`src/hw/rtl/ssd_pkg.sv`:
```
// Shared types, codes and glyph tables for the two-digit seven-segment driver.
`default_nettype none

package ssd_pkg;

  typedef enum logic [2:0] {
    FUNC_TICK    = 3'd0,
    FUNC_DECIMAL = 3'd1,
    FUNC_HEX     = 3'd2,
    FUNC_BAR     = 3'd3,
    FUNC_SCAN    = 3'd4
  } ssd_func_e;

  localparam logic [7:0] PatOverL     = 8'h3F;  // "O"
  localparam logic [7:0] PatOverR     = 8'h38;  // "L"
  localparam logic [7:0] PatBarFull   = 8'h3F;  // segments A..F
  localparam logic [7:0] PatLeftRst   = 8'h00;
  localparam logic [7:0] PatRightRst  = 8'h80;  // decimal point only
  localparam logic [7:0] DecMax       = 8'd99;
  localparam logic [7:0] BarMax       = 8'd12;
  localparam logic [3:0] BarPerDigit  = 4'd6;

  typedef struct packed {
    logic [7:0] left_pattern;
    logic [7:0] right_pattern;
    logic       showing_right;
    logic       scan_on;
    logic [7:0] drive_segments;
    logic       drive_left;
    logic       drive_right;
  } ssd_state_t;

  localparam ssd_state_t StateRst = '{
    left_pattern:   PatLeftRst,
    right_pattern:  PatRightRst,
    showing_right:  1'b0,
    scan_on:        1'b0,
    drive_segments: 8'h00,
    drive_left:     1'b0,
    drive_right:    1'b0
  };

  function automatic logic [7:0] glyph(input logic [3:0] nib);
    logic [7:0] g;
    case (nib)
      4'h0:    g = 8'h3F;
      4'h1:    g = 8'h06;
      4'h2:    g = 8'h5B;
      4'h3:    g = 8'h4F;
      4'h4:    g = 8'h66;
      4'h5:    g = 8'h6D;
      4'h6:    g = 8'h7D;
      4'h7:    g = 8'h27;
      4'h8:    g = 8'h7F;
      4'h9:    g = 8'h6F;
      4'hA:    g = 8'h77;
      4'hB:    g = 8'h7C;
      4'hC:    g = 8'h39;
      4'hD:    g = 8'h5E;
      4'hE:    g = 8'h79;
      default: g = 8'h71;
    endcase
    return g;
  endfunction

  // Lowest n segments lit, n saturates at six.
  function automatic logic [7:0] fill_mask(input logic [3:0] n);
    logic [7:0] m;
    case (n)
      4'd0:    m = 8'h00;
      4'd1:    m = 8'h01;
      4'd2:    m = 8'h03;
      4'd3:    m = 8'h07;
      4'd4:    m = 8'h0F;
      4'd5:    m = 8'h1F;
      default: m = 8'h3F;
    endcase
    return m;
  endfunction

endpackage

`default_nettype wire

```
`src/hw/rtl/ssd_step.sv`:
```
// Next-state logic: applies one command or tick to the display state.
`default_nettype none

module ssd_step (
  input  wire logic [2:0]        func_i,
  input  wire logic [7:0]        value_i,
  input  wire ssd_pkg::ssd_state_t state_i,
  output ssd_pkg::ssd_state_t    state_o
);
  import ssd_pkg::*;

  logic [15:0] tens_prod;
  logic [3:0]  tens;
  logic [7:0]  tens_x10;
  logic [3:0]  units;
  logic [3:0]  bar_lvl;

  // tens = floor(v * 205 / 2048) = floor(v / 10), kept in four bits, so exact for v below 160
  assign tens_prod = {8'h00, value_i} * 16'd205;
  assign tens      = tens_prod[14:11];
  assign tens_x10  = {1'b0, tens, 3'b000} + {3'b000, tens, 1'b0};
  assign units     = 4'(value_i - tens_x10);
  assign bar_lvl   = (value_i > BarMax) ? BarMax[3:0] : value_i[3:0];

  always_comb begin
    state_o = state_i;
    case (ssd_func_e'(func_i))
      FUNC_TICK: begin
        if (state_i.scan_on) begin
          if (state_i.showing_right) begin
            state_o.drive_segments = state_i.left_pattern;
            state_o.drive_left     = 1'b1;
            state_o.drive_right    = 1'b0;
          end else begin
            state_o.drive_segments = state_i.right_pattern;
            state_o.drive_left     = 1'b0;
            state_o.drive_right    = 1'b1;
          end
          state_o.showing_right = ~state_i.showing_right;
        end
      end
      FUNC_DECIMAL: begin
        if (value_i > DecMax) begin
          state_o.left_pattern  = PatOverL;
          state_o.right_pattern = PatOverR;
        end else begin
          state_o.left_pattern  = glyph(tens);
          state_o.right_pattern = glyph(units);
        end
      end
      FUNC_HEX: begin
        state_o.left_pattern  = glyph(value_i[7:4]);
        state_o.right_pattern = glyph(value_i[3:0]);
      end
      FUNC_BAR: begin
        state_o.scan_on = 1'b1;
        if (bar_lvl != 4'd0) begin
          if (bar_lvl <= BarPerDigit) begin
            state_o.left_pattern  = fill_mask(bar_lvl);
            state_o.right_pattern = 8'h00;
          end else begin
            state_o.left_pattern  = PatBarFull;
            state_o.right_pattern = fill_mask(bar_lvl - BarPerDigit);
          end
        end
      end
      FUNC_SCAN: begin
        state_o.scan_on = value_i[0];
      end
      default: begin
        state_o = state_i;
      end
    endcase
  end

endmodule

`default_nettype wire

```
`src/hw/rtl/two_digit_seven_segment_driver.sv`:
```
// Top level of the two-digit seven-segment display driver.
`default_nettype none

// Two-digit multiplexed seven-segment driver. Each input item is a command
// (decimal, hex, bar level, scan enable) or a scan tick; every item yields
// exactly one result item holding the segment and digit-enable drive after
// that item. Items are taken one per cycle unless out_stall_i holds the
// result register: an input register feeds a single pass of glyph lookup
// and constant divide-by-ten logic that updates the display state and loads
// the result register, so the rate is set only by downstream taking it.
// Segment bits are DP,G..A, active high; after reset the first tick with
// scanning on lights the right digit, and the lit digit keeps alternating
// across scan off and on. Pattern loads show up on the next tick.
module two_digit_seven_segment_driver (
  input  wire logic       clk_i,
  input  wire logic       rst_ni,
  input  wire logic       in_valid_i,
  output logic            in_stall_o,
  input  wire logic [2:0] func_i,
  input  wire logic [7:0] value_i,
  output logic            out_valid_o,
  input  wire logic       out_stall_i,
  output logic [7:0]      segments_o,
  output logic            left_on_o,
  output logic            right_on_o
);
  import ssd_pkg::*;

  logic       in_valid_q;
  logic [2:0] func_q;
  logic [7:0] value_q;
  logic       out_valid_q;
  logic [7:0] seg_q;
  logic       left_q;
  logic       right_q;
  logic       out_free;
  logic       advance;
  ssd_state_t state_q, state_d;

  assign out_free   = ~out_valid_q | ~out_stall_i;
  assign advance    = in_valid_q & out_free;
  assign in_stall_o = in_valid_q & ~out_free;

  ssd_step u_step (
    .func_i  (func_q),
    .value_i (value_q),
    .state_i (state_q),
    .state_o (state_d)
  );

  always_ff @(posedge clk_i or negedge rst_ni) begin
    if (!rst_ni) begin
      in_valid_q  <= 1'b0;
      out_valid_q <= 1'b0;
      state_q     <= StateRst;
    end else begin
      if (!in_stall_o) begin
        in_valid_q <= in_valid_i;
      end
      if (out_free) begin
        out_valid_q <= in_valid_q;
      end
      if (advance) begin
        state_q <= state_d;
      end
    end
  end

  always_ff @(posedge clk_i) begin
    if (!in_stall_o && in_valid_i) begin
      func_q  <= func_i;
      value_q <= value_i;
    end
    if (advance) begin
      seg_q   <= state_d.drive_segments;
      left_q  <= state_d.drive_left;
      right_q <= state_d.drive_right;
    end
  end

  assign out_valid_o = out_valid_q;
  assign segments_o  = seg_q;
  assign left_on_o   = left_q;
  assign right_on_o  = right_q;

endmodule

`default_nettype wire
```
`config.mk`:
```
export PLATFORM = sky130hd
export DESIGN_NAME = two_digit_seven_segment_driver
export DESIGN_NICKNAME = d
export VERILOG_FILES = /design/src/hw/rtl/ssd_pkg.sv /design/src/hw/rtl/ssd_step.sv /design/src/hw/rtl/two_digit_seven_segment_driver.sv
export SDC_FILE = /design/constraint.sdc
export NUM_CORES = 1
export LEC_CHECK = 0
export BUFFER_PORTS_ARGS = -buffer_cell sky130_fd_sc_hd__buf_2
export CAP_MARGIN = 10
export CORE_UTILIZATION = 40
export CTS_BUF_LIST = sky130_fd_sc_hd__clkbuf_4 sky130_fd_sc_hd__clkbuf_8
export DETAILED_ROUTE_END_ITERATION = 10
export PLACE_DENSITY = 0.52
export SKIP_CTS_REPAIR_TIMING = 1
export SYNTH_ARGS = -nofsm -noshare
export SYNTH_HDL_FRONTEND = slang
export SYNTH_SLANG_ARGS = --single-unit
```
`constraint.sdc`:
```
create_clock -name clk_i -period 9.95 [get_ports clk_i]
set_input_delay 1.99 -clock clk_i [delete_from_list [all_inputs] [get_ports clk_i]]
set_output_delay 1.99 -clock clk_i [all_outputs]
set_load 0.05 [all_outputs]
```
==> summary.md <==
| Metric | Value |
|---|---|
| Pint | `832 uW` |
| Period utilization | `62.6%` |
| Site Rows | `40` |
| Nature of the critical path startpoint | `flip-flop` |
| Post-DP Area | `5370 sq um` |
| Area of the core | `12,200 sq um` |
| # setup viols final | `0` |
| Worst hold endpoint | `state_q[4]` |
| Mapped Cells | `556` |
| Fillers | `1,232` |
| 1st-pass router iterations | `5` |
| Worst Path Max Fanout | `11` |
| Synth unique cells | `58` |
| Pwr/cell area | `261 nW/um^2` |
| Via density | `5.25` |
| Crit-path cells | `clkinv_1 -> ha_1 -> ha_1 -> inv_1 -> fa_1 -> fa_1 -> inv_1 -> ha_1 -> a211oi_2 -> o21ai_0 -> nor3_1 -> nor2_1 -> xnor2_1 -> inv_1 -> ha_1 -> a21oi_1 -> xnor3_1 -> mux2_4 -> a211o_1` |
| Worst path slowest cell | `edfxtp_1` |
| Detail Route Antenna Nets | `0` |
| Routed wire per std cell | `15.1 microns` |
| Initial Utilization | `41.8%` |
| TNS Setup | `0 ps` |
| Synth-to-layout area growth | `9.53%` |
| Worst R2R Setup Slack | `3720 ps` |
| Clock sink count | `64` |
| Clk buf depth | `2` |
| Die area | `13,200 sq um` |
| FF-to-FF End | `state_q[12]` |
| Ys async rst share | `45.3%` |
| Least-Margin Pin Slew | `904 ps` |
| HP Start | `state_q[4]` |
| Total track usage | `18.0%` |
| DRC violations left | `0` |
| Worst-path clk slew | `70 ps` |
| Initial antenna violation count | `0` |
| P_leak | `2.57 nW` |
| Final Hold Fails | `0` |
| Worst Path Required | `10,180 ps` |
| RSZ-0062 raised after global routing | `no` |
| Net Count, Synth | `662` |
| Status | `complete, no violations` |
| Hold Crit Class | `flip-flop to flip-flop` |
| Mapped Area | `5110 sq um` |
| Routability cong. | `0.852` |
| Antenna cells | `0` |
| Most common cell in the synthesized netlist | `ha_1` |
| Main synth FF type | `dfrtp_1` |
| Top-area cell type share of the netlist area | `19.8%` |
| H-tree levels | `3` |
| M1 WL | `5.61 mm` |
| Maxcap violations | `0` |
| Via count | `3,911` |
| Most frequent CP cell | `ha_1` |
| 1st-iter DRT viols | `205` |
| CTS Buf Count | `9` |
| Switching part of the total | `42.9%` |
| Share of cells above drive strength 1 | `10.1%` |
| Synth warn | `0` |
| Synthesized flop and latch total | `64` |
| Crit path DAT | `6460 ps` |
| Crit-path max cell delay | `590 ps` |
| Clock Latency Late Sink | `340 ps` |
| Root buffer cell | `clkbuf_8` |
| Number of synthesized flops with an enable pin | `21` |
| Routed Wire Length | `11.2 mm` |
| Min-Delay Path Depth | `2` |
| Detailed-placement wirelength estimate | `8.82 mm` |
| Global-route wire length before repair | `18.5 mm` |
| Sequential share of power | `27.0%` |
| Yosys top cell by area | `ha_1` |
| Die width | `115 microns` |
| Critical path class | `flip-flop to flip-flop` |
| Vias in the first global route | `3,628` |
| Area contributors post-synth | `ha_1, dfrtp_1, edfxtp_1` |
| Port Buffer Count | `26` |
| Min Tclk post-route | `6230 ps` |
| Slew Viols, Final | `0` |
| Most instantiated cells after synthesis | `ha_1, nand2_1, nor2_1, inv_1, a21oi_1` |
| Slew headroom | `39.7%` |
| DR top layer | `met4` |
| Die Span Y | `115 microns` |
| Sw power | `626 uW` |
| Largest net degree at the start of global routing | `30` |
| Global route overflow | `0` |
| Power share of the clock group | `17.5%` |
| Mean Syn Cell Area | `9.18 sq um` |
| Cell area after layout | `5590 sq um` |
| Met3 wire length | `411 microns` |
| Worst Reg-to-Reg Cells | `19` |
| Max Freq | `160 MHz` |
| Sequential share of the synthesized area | `32.1%` |
| Clock skew | `13.2 ps` |
| IO Count | `27` |
| Met2 wire len | `5.09 mm` |
| Nets | `678` |
| Worst setup EP type | `flip-flop` |
| Worst r2r src | `value_q[1]` |
| VDD IR max | `0.000122 V` |
| CTS tree | `built` |
| Logic pwr share | `55.4%` |
-- worst max path at each step --
stage	start	end	slack [ps]
2_1_floorplan	value_q[1]	state_q[12]	4330
3_3_place_gp	value_q[1]	state_q[12]	3990
3_5_place_dp	value_q[1]	state_q[12]	3770
4_1_cts	value_q[1]	state_q[12]	3760
5_1_grt	value_q[1]	state_q[12]	3360
6_report	value_q[1]	state_q[12]	3720
-- critical path: cells and delay by family, from the launching register on --
| family | cells | cell delay, ps |
|---|---|---|
| adders and majority gates | 6 | 2500 |
| xor gates and xnor gates | 2 | 1030 |
| AOI/OAI and AO/OA | 4 | 780 |
| buffers and inverters | 4 | 650 |
| DFF | 1 | 590 |
| muxes | 1 | 340 |
| and+or+nand+nor | 2 | 250 |
-- per-stage QoR --
stage / power (mW) / worst slack (ps) / instances / hold slack, ps / util [%]
6_report: 1.46 / 3720 / 745 / 485 / 45.8
5_1_grt: 1.58 / 3360 / 745 / 506 / 45.8
4_1_cts: 1.47 / 3760 / 745 / 487 / 45.8
3_5_place_dp: 1.20 / 3770 / 729 / 471 / 43.9
3_3_place_gp: 1.20 / 3990 / 729 / 462 / 43.9
2_1_floorplan: 1.05 / 4330 / 556 / 450 / -
-- cell type report --
| class | count | area [sq um] | share of cell area (%) |
|---|---|---|---|
| sequential | 64 | 1640 | 29.3 |
| timing repair buffer | 28 | 145 | 2.60 |
| multi-input combinational | 421 | 3190 | 57.1 |
| clock inverter | 3 | 66.3 | 1.19 |
| tap | 168 | 210 | 3.76 |
| inverter | 48 | 180 | 3.22 |
| clock buffer | 13 | 160 | 2.86 |
-- metal layers --
metal | track usage (%) | vias to the layer above
met5 | 0 | -
met4 | 5.19 | 0
met3 | 2.95 | 12
met2 | 28.9 | 87
met1 | 24.8 | 1839
li1 | - | 1973
-- cell families (layout without fill, tap and decap cells) --
| kind of cell | after synthesis | count (layout) | synth area share, % |
|---|---|---|---|
| fa+ha+maj | 91 | 91 | 23.8 |
| simple gates | 154 | 154 | 13.5 |
| flops | 64 | 64 | 32.1 |
| buf+inv | 71 | 92 | 5.64 |
| xor+xnor | 19 | 19 | 3.90 |
| compound gates | 131 | 131 | 15.4 |
| mux | 26 | 26 | 5.73 |
-- layout by cell type, fill, tap and decap left out, types with 11 or more instances in the layout --
cell	netlist	final
edfxtp_1	21	21
nor2_1	47	47
nor3_1	13	13
nand3_1	11	11
ha_1	81	81
nand2_1	53	53
dfrtp_1	28	28
a21oi_1	41	41
xnor2_1	12	12
buf_2	2	26
inv_1	46	46
dfxtp_1	14	14
mux2i_1	21	21
o21ai_0	40	40
-- power groups by stage --
stage	registers [mW]	clock network (mW)	logic, mW
after floorplan	0.412	0	0.640
after global placement	0.399	0	0.798
after detailed placement	0.400	0	0.802
after CTS	0.394	0.264	0.809
after global routing	0.405	0.273	0.906
final	0.394	0.256	0.808
Power figures use the tool's default switching activity.
